`src/rtl/tnsb_pkg.sv`:
```
// shared types and constants for the transposition network swap-bit generator
package tnsb_pkg;

  localparam int unsigned MAX_SIZE = 16;
  localparam int unsigned CFG_W    = 5;
  localparam int unsigned SRC_W    = 4;
  localparam int unsigned NUM_SRC  = 16;
  localparam int unsigned PHASE_W  = 4;
  localparam int unsigned MASK_W   = 8;
  localparam int unsigned MASK_IW  = 3;
  localparam int unsigned STATUS_W = 2;
  localparam int unsigned MIN_SIZE = 2;

  localparam logic [CFG_W-1:0] CFG_RESET = 5'd16;

  typedef enum logic [STATUS_W-1:0] {
    ST_OK        = 2'd0,
    ST_BAD_INDEX = 2'd1,
    ST_COUNT     = 2'd2
  } status_e;

  typedef enum logic [2:0] {
    S_LOAD,
    S_RD,
    S_WLO,
    S_WHI,
    S_OUT
  } state_e;

endpackage

```
`src/rtl/transposition_network_swap_bits.sv`:
```
// top level: permutation loader, checker and brick-sort swap mask sequencer
//
//  channel  | handshake                 | payload
//  ---------+---------------------------+-------------------------------------------
//  input    | in_valid_i / in_stall_o   | source_index_i, last_entry_i
//  output   | out_valid_o / out_stall_i | phase_number_o, swap_mask_o, status_o,
//           |                           |   last_result_o
//  config   | cfg_we_i                  | cfg_data_i (active size)
//
//  while loading, entries are taken back to back
//  after the last entry of a good permutation, each of the n phases runs its gates
//  one after another on the single compare unit (read the pair, write the low slot,
//  write the high slot) and then hands over the mask: n * (n - 1) / 2 gates in all
//  an error run gives a single result; in_stall_o stays high until the final result goes
//  asynchronous active-low reset clears control state, the active size returns to 16
//  out_stall_i just holds the result register; nothing is lost or repeated
module transposition_network_swap_bits (
  input  logic                          clk_i,
  input  logic                          rst_ni,
  input  logic                          cfg_we_i,
  input  logic [tnsb_pkg::CFG_W-1:0]    cfg_data_i,
  input  logic                          in_valid_i,
  output logic                          in_stall_o,
  input  logic [tnsb_pkg::SRC_W-1:0]    source_index_i,
  input  logic                          last_entry_i,
  output logic                          out_valid_o,
  input  logic                          out_stall_i,
  output logic [tnsb_pkg::PHASE_W-1:0]  phase_number_o,
  output logic [tnsb_pkg::MASK_W-1:0]   swap_mask_o,
  output logic [tnsb_pkg::STATUS_W-1:0] status_o,
  output logic                          last_result_o
);
  import tnsb_pkg::*;

  // count holds up to MAX_SIZE + 1 (saturation), ranks hold 0 .. MAX_SIZE-1
  localparam int unsigned CW  = $clog2(MAX_SIZE + 2);
  localparam int unsigned CW1 = CW + 1;
  localparam int unsigned RW  = (MAX_SIZE > 2) ? $clog2(MAX_SIZE) : 1;

  // rank memory: written with the destination of each source while loading,
  // then sorted in place by the network
  logic [RW-1:0] rank_mem [MAX_SIZE];

  state_e              state_q, state_d;
  logic [CFG_W-1:0]    cfg_q;
  logic [NUM_SRC-1:0]  seen_q, seen_d;
  logic [CW-1:0]       cnt_q, cnt_d;
  logic                bad_q, bad_d;
  logic [CW-1:0]       p_q, p_d;
  logic [CW-1:0]       i_q, i_d;
  logic [MASK_W-1:0]   mask_q, mask_d;
  logic                swap_q, swap_d;
  logic                last_q, last_d;
  status_e             status_q, status_d;
  logic [RW-1:0]       rd_a_q, rd_b_q;

  logic [CW-1:0]       n;
  logic                mem_we;
  logic [RW-1:0]       mem_addr;
  logic [RW-1:0]       mem_wdata;
  logic                rd_en;
  logic                start_phase;
  logic [CW-1:0]       start_p;
  logic                entry_bad;
  logic                bad_next;
  logic [CW-1:0]       cnt_next;
  logic                swap_now;
  logic [CW-1:0]       gate_idx;

  // effective size: clamp the register into MIN_SIZE .. MAX_SIZE
  always_comb begin
    if (int'(cfg_q) < int'(MIN_SIZE)) begin
      n = CW'(MIN_SIZE);
    end else if (int'(cfg_q) > int'(MAX_SIZE)) begin
      n = CW'(MAX_SIZE);
    end else begin
      n = CW'(cfg_q);
    end
  end

  always_comb begin
    state_d     = state_q;
    seen_d      = seen_q;
    cnt_d       = cnt_q;
    bad_d       = bad_q;
    p_d         = p_q;
    i_d         = i_q;
    mask_d      = mask_q;
    swap_d      = swap_q;
    last_d      = last_q;
    status_d    = status_q;
    mem_we      = 1'b0;
    mem_addr    = RW'(i_q);
    mem_wdata   = rd_a_q;
    rd_en       = 1'b0;
    start_phase = 1'b0;
    start_p     = p_q;
    entry_bad   = (int'(source_index_i) >= int'(n)) || seen_q[source_index_i];
    bad_next    = bad_q || entry_bad;
    cnt_next    = (cnt_q < CW'(MAX_SIZE + 1)) ? cnt_q + CW'(1) : cnt_q;
    swap_now    = rd_a_q > rd_b_q;
    gate_idx    = i_q >> 1;

    unique case (state_q)
      S_LOAD: begin
        if (in_valid_i) begin
          if (entry_bad) begin
            bad_d = 1'b1;
          end else begin
            seen_d[source_index_i] = 1'b1;
            // entries past the active size mark nothing in the memory
            if (cnt_q < n) begin
              mem_we    = 1'b1;
              mem_addr  = RW'(source_index_i);
              mem_wdata = RW'(cnt_q);
            end
          end
          cnt_d = cnt_next;
          if (last_entry_i) begin
            seen_d = '0;
            cnt_d  = '0;
            bad_d  = 1'b0;
            if (cnt_next != n) begin
              status_d = ST_COUNT;
            end else if (bad_next) begin
              status_d = ST_BAD_INDEX;
            end else begin
              status_d = ST_OK;
            end
            if (cnt_next != n || bad_next) begin
              p_d     = '0;
              mask_d  = '0;
              last_d  = 1'b1;
              state_d = S_OUT;
            end else begin
              start_phase = 1'b1;
              start_p     = '0;
            end
          end
        end
      end
      S_RD: begin
        rd_en   = 1'b1;
        state_d = S_WLO;
      end
      S_WLO: begin
        // the one compare unit: smaller rank goes to the lower slot
        swap_d    = swap_now;
        mem_we    = 1'b1;
        mem_addr  = RW'(i_q);
        mem_wdata = swap_now ? rd_b_q : rd_a_q;
        if (swap_now && (int'(gate_idx) < int'(MASK_W))) begin
          mask_d[MASK_IW'(gate_idx)] = 1'b1;
        end
        state_d = S_WHI;
      end
      S_WHI: begin
        mem_we    = 1'b1;
        mem_addr  = RW'(i_q + CW'(1));
        mem_wdata = swap_q ? rd_a_q : rd_b_q;
        i_d       = i_q + CW'(2);
        if (CW1'(i_q) + CW1'(3) < CW1'(n)) begin
          state_d = S_RD;
        end else begin
          state_d = S_OUT;
        end
      end
      S_OUT: begin
        if (!out_stall_i) begin
          if (last_q) begin
            state_d = S_LOAD;
          end else begin
            start_phase = 1'b1;
            start_p     = p_q + CW'(1);
          end
        end
      end
      default: begin
        state_d = S_LOAD;
      end
    endcase

    // phase setup: first gate at the phase parity, empty phases go straight out
    if (start_phase) begin
      p_d    = start_p;
      i_d    = CW'(start_p[0]);
      mask_d = '0;
      last_d = (CW1'(start_p) + CW1'(1)) == CW1'(n);
      if (CW1'(start_p[0]) + CW1'(1) < CW1'(n)) begin
        state_d = S_RD;
      end else begin
        state_d = S_OUT;
      end
    end
  end

  always_ff @(posedge clk_i or negedge rst_ni) begin
    if (!rst_ni) begin
      state_q <= S_LOAD;
    end else begin
      state_q <= state_d;
    end
  end

  always_ff @(posedge clk_i or negedge rst_ni) begin
    if (!rst_ni) begin
      cfg_q  <= CFG_RESET;
      seen_q <= '0;
      cnt_q  <= '0;
      bad_q  <= 1'b0;
    end else begin
      if (cfg_we_i) begin
        cfg_q <= cfg_data_i;
      end
      seen_q <= seen_d;
      cnt_q  <= cnt_d;
      bad_q  <= bad_d;
    end
  end

  // sequencer payload registers
  always_ff @(posedge clk_i) begin
    p_q      <= p_d;
    i_q      <= i_d;
    mask_q   <= mask_d;
    swap_q   <= swap_d;
    last_q   <= last_d;
    status_q <= status_d;
  end

  // rank memory, one write port and two registered read ports
  always_ff @(posedge clk_i) begin
    if (mem_we) begin
      rank_mem[mem_addr] <= mem_wdata;
    end
    if (rd_en) begin
      rd_a_q <= rank_mem[RW'(i_q)];
      rd_b_q <= rank_mem[RW'(i_q + CW'(1))];
    end
  end

  assign in_stall_o     = (state_q != S_LOAD);
  assign out_valid_o    = (state_q == S_OUT);
  assign phase_number_o = PHASE_W'(p_q);
  assign swap_mask_o    = mask_q;
  assign status_o       = status_q;
  assign last_result_o  = last_q;

  // an error result is a lone final item with empty phase and mask
  assert property (@(posedge clk_i) disable iff (!rst_ni)
    out_valid_o && (status_q != ST_OK) |-> last_q && (mask_q == '0) && (p_q == '0))
    else $error("error result not final or not empty");

  // no new item is taken while a result is pending
  assert property (@(posedge clk_i) disable iff (!rst_ni)
    !in_stall_o |-> !out_valid_o)
    else $error("input taken while result pending");

  // the final result, once taken, reopens the input
  assert property (@(posedge clk_i) disable iff (!rst_ni)
    out_valid_o && !out_stall_i && last_q |=> !in_stall_o)
    else $error("block did not return to loading after final result");

  // phases stay inside the active size
  assert property (@(posedge clk_i) disable iff (!rst_ni)
    out_valid_o |-> p_q < n)
    else $error("phase number beyond active size");

  // a result waiting on stall keeps its phase and mask
  assert property (@(posedge clk_i) disable iff (!rst_ni)
    out_valid_o && out_stall_i |=> out_valid_o && $stable(p_q) && $stable(mask_q))
    else $error("pending result changed under stall");

endmodule

```
`config.mk`:
```
export PLATFORM = sky130hd
export DESIGN_NAME = transposition_network_swap_bits
export DESIGN_NICKNAME = d
export VERILOG_FILES = /design/src/rtl/tnsb_pkg.sv /design/src/rtl/transposition_network_swap_bits.sv
export SDC_FILE = /design/constraint.sdc
export NUM_CORES = 1
export LEC_CHECK = 0
export BUFFER_PORTS_ARGS = -buffer_cell sky130_fd_sc_hd__buf_4
export CAP_MARGIN = 20
export CORE_ASPECT_RATIO = 1.2
export CORE_UTILIZATION = 50
export DETAILED_ROUTE_END_ITERATION = 6
export HOLD_SLACK_MARGIN = 0.03
export PLACE_DENSITY = 0.76
export SLEW_MARGIN = 5
export SYNTH_ARGS = -nofsm -noshare
export SYNTH_HDL_FRONTEND = slang
export SYNTH_SLANG_ARGS = --single-unit
```
`constraint.sdc`:
```
create_clock -name clk_i -period 5.4 [get_ports clk_i]
set_input_delay 0.54 -clock clk_i [delete_from_list [all_inputs] [get_ports clk_i]]
set_output_delay 0.54 -clock clk_i [all_outputs]
set_load 0.05 [all_outputs]
```
==> flow_metrics.py <==
metrics = {
    "finish": {
        "fin_cells": 769,
        "nFillCells": 1045,
        "register_area_sq_um": 3450,
        "multi_input_area_sq_um": 3250,
        "nNetsFinal": 625,
        "syn2layout_area_growth_pct": 13.5,
        "final_common_cell": "edfxtp_1",
        "final_cell_mix": "82 x edfxtp_1, 61 x nor2_1, 44 x mux4_2, 39 x buf_4, 37 x a21oi_1",
        "fin_area_sq_um": 7880,
        "num_antenna_cells": 0,
        "drive_above_1_share_pct": 22.0,
    },
    "floorplanning": {
        "std_cell_rows": 46,
        "io_pins": 32,
        "die_w_um": 110,
        "die_area_sq_um": 14400,
        "initial_core_util_pct": 51.8,
        "core_sq_um": 13400,
        "die_y_um": 131,
    },
    "pwr": {
        "cellPowerDensity_nw_per_um2": 542,
        "sw_frac_of_total_pct": 37.2,
        "ir_drop_mv": 0.305,
        "total_power_mw": 4.27,
        "power_leakage_nw": 2.95,
        "p_sw_mw": 1.59,
        "pwr-share-seq_pct": 35.2,
        "comb_power_share_pct": 37.9,
        "intPower_mw": 2.68,
        "clock_power_share_pct": 26.8,
    },
    "grt": {
        "grt_pass1_wl_um": 25900,
        "grt_remaining_overflow": 0,
        "grt_max_degree": 40,
        "grt_pass1_vias": 4820,
        "grt_use_total_pct": 24.7,
        "antenna_found_initial": 0,
    },
    "routing": {
        "totalWireLength_um": 16300,
        "vias_per_cell": 6.34,
        "drtIter0Drc": 361,
        "wl_per_cell_um": 21.2,
        "dr.pass1.iters": 5,
        "detail-route-antenna-nets": 0,
        "drc_errors": 0,
        "route.vias.total": 4876,
    },
    "synth": {
        "synth.avg_cell_area_sq_um": 12.3,
        "synth_cell_types": 72,
        "synth_ff_type": "edfxtp_1",
        "syn-num-nets": 602,
        "yosys_warnings": 0,
        "seq_area_frac_synth_pct": 49.8,
        "syn-cell-area_sq_um": 6940,
        "synth_area_leader_cell": "edfxtp_1",
        "async_flop_share_pct": 24.2,
        "synth-seq-cells": 124,
        "synthCells": 565,
        "synth_edf_count": 82,
        "synth_area_leaders": "edfxtp_1 35%, mux4_2 14%, dfrtp_1 10%",
        "synth_top_cell_area_share_pct": 35.5,
    },
    "cts": {
        "clock_path_buffers": 2,
        "cts_buffers": 17,
        "cts_resized": 0,
        "clk_pin_slew_ns": 0.06,
        "cts-root-buf": "clkbuf_16",
        "cts_tree": "yes",
        "cts_setup_buffers": 0,
        "cts.htree.levels": 4,
        "hold_buffers": 0,
        "clock_sinks": 124,
        "clk_latency_ns": 0.42,
    },
    "placed_design": {
        "gp_congestion": 0.921,
        "dp_hpwl_um": 11500,
        "port_buffers": 31,
        "dpl_cell_area_sq_um": 7280,
        "dp_cells": 737,
    },
    "worst_setup_path": {
        "arrival_ns": 4.48,
        "worst-r2r-cell-count": 11,
        "r2r_start": "cfg_q[4]",
        "critPathLaunchType": "flip-flop",
        "critPathMaxFanout": 13,
        "cp-end-kind": "flip-flop",
        "critPathRequiredTime_ns": 5.45,
        "setup.worst_path.class": "flip-flop to flip-flop",
        "ff2ff_setup_slack_ns": 0.97,
        "timing.rr.end": "rank_mem[11][1]",
    },
    "timing": {
        "hold_violations": 0,
        "layout_min_cycle_time_ns": 4.43,
        "fmax_ghz": 0.226,
        "setup_tns_ns": 0,
        "min_period_over_period_pct": 82.0,
        "relSlewSlack_pct": 33.2,
        "finClkSkew_ns": 0.00821,
        "rsz0062_at_grt": "false",
        "worst_pin_slew_ns": 0.996,
        "setup_violations": 0,
        "drv_slew": 0,
    },
    "hold_path": {
        "min_path_type": "input port to asynchronous set/reset pin",
    },
    "run": {
        "drv_cap": 0,
    },
    "outcome": {
        "outcome": "finished, final reports clean",
    },
}
[metal layers]
layer	GRT usage [%]	routed length (um)
met1	29.0	6130
met2	43.5	8630
met5	0	0
met4	11.5	565
met3	5.04	997
[final cells by class]
class	count	share of cell area [%]
Sequential cell	124	43.8
Multi-Input combinational cell	385	41.2
Clock buffer	17	5.40
Timing Repair Buffer	39	3.72
Tap cell	168	2.67
Clock inverter	15	2.18
Inverter	21	1.00
[power by group through the flow]
| stage | logic [mW] | registers [mW] | clock network, mW |
|---|---|---|---|
| after floorplan | 1.13 | 1.49 | 0 |
| after global placement | 1.55 | 1.51 | 0 |
| after detailed placement | 1.59 | 1.52 | 0 |
| after CTS | 1.62 | 1.50 | 1.16 |
| after global routing | 1.75 | 1.52 | 1.20 |
| final | 1.62 | 1.51 | 1.15 |
[cells in the mapped netlist (3+ instances only)]
cell type	count
clkbuf_1	26
nor4_1	5
nor2_1	61
ha_1	22
inv_1	21
mux2_2	7
xor2_1	9
or2_2	5
nor3_1	9
nand2b_1	11
nand2_1	30
a21oi_1	37
nand4_1	3
and2_1	4
a211oi_1	6
a22oi_1	3
nor3b_1	3
mux4_2	44
o31a_1	3
o21ai_0	15
a2bb2oi_1	4
o21a_1	3
xnor2_1	11
o31ai_1	8
nor2b_1	11
mux2i_1	6
dfrtp_1	29
nand3_1	6
dfxtp_1	12
a31oi_1	10
edfxtp_1	82
buf_4	4
or3_1	5
[worst max path at each step]
| stage | from | to |
|---|---|---|
| 5_1_grt | cfg_q[2] | rank_mem[9][2] |
| 6_report | cfg_q[4] | rank_mem[11][1] |
| 2_1_floorplan | cfg_q[2] | rank_mem[8][0] |
| 3_5_place_dp | cfg_q[2] | rank_mem[11][1] |
| 3_3_place_gp | cfg_q[4] | rank_mem[8][0] |
| 4_1_cts | cfg_q[4] | rank_mem[11][1] |
[cell families (layout without fill, tap and decap cells)]
logic type | after synthesis | in the layout | synth area share (%)
AO/OA/AOI/OAI | 116 | 116 | 11.4
XOR/XNOR | 21 | 21 | 2.85
adder cells (fa/ha/maj) | 22 | 22 | 3.97
buffers and inverters | 56 | 92 | 3.46
flip-flops | 124 | 124 | 49.8
multiplexers | 57 | 57 | 16.3
AND/OR/NAND/NOR | 169 | 169 | 12.3
[sequential cells by signal, indices dropped and copies added (netlist names)]
register       flops
status_o           2
state_q            3
swap_q             1
rd_b_q             4
seen_q            16
rank_mem          64
cnt_q              5
cfg_q              5
bad_q              1
swap_mask_o        8
p_q                5
last_result_o      1
rd_a_q             4
i_q                5
[critical path, cell delays in order (launching register included)]
cell,delay (ns)
dfstp_2,0.67
nand2b_1,0.25
nor2_1,0.11
ha_1,0.29
nand2b_1,0.16
o311ai_0,0.29
o211ai_1,0.24
nor4b_1,0.60
a211oi_1,0.17
nand3b_1,0.35
nand2b_1,0.33
nor3b_1,0.60
[stage by stage]
stage	hold WS (ns)	setup WS, ns	util (%)
after floorplan	0.244	1.73	-
after global placement	0.453	1.39	54.3
after detailed placement	0.459	1.08	54.3
after CTS	0.0502	1.03	58.8
after global routing	0.0744	0.527	58.8
final	0.0451	0.969	58.8
Power figures use the tool's default switching activity.
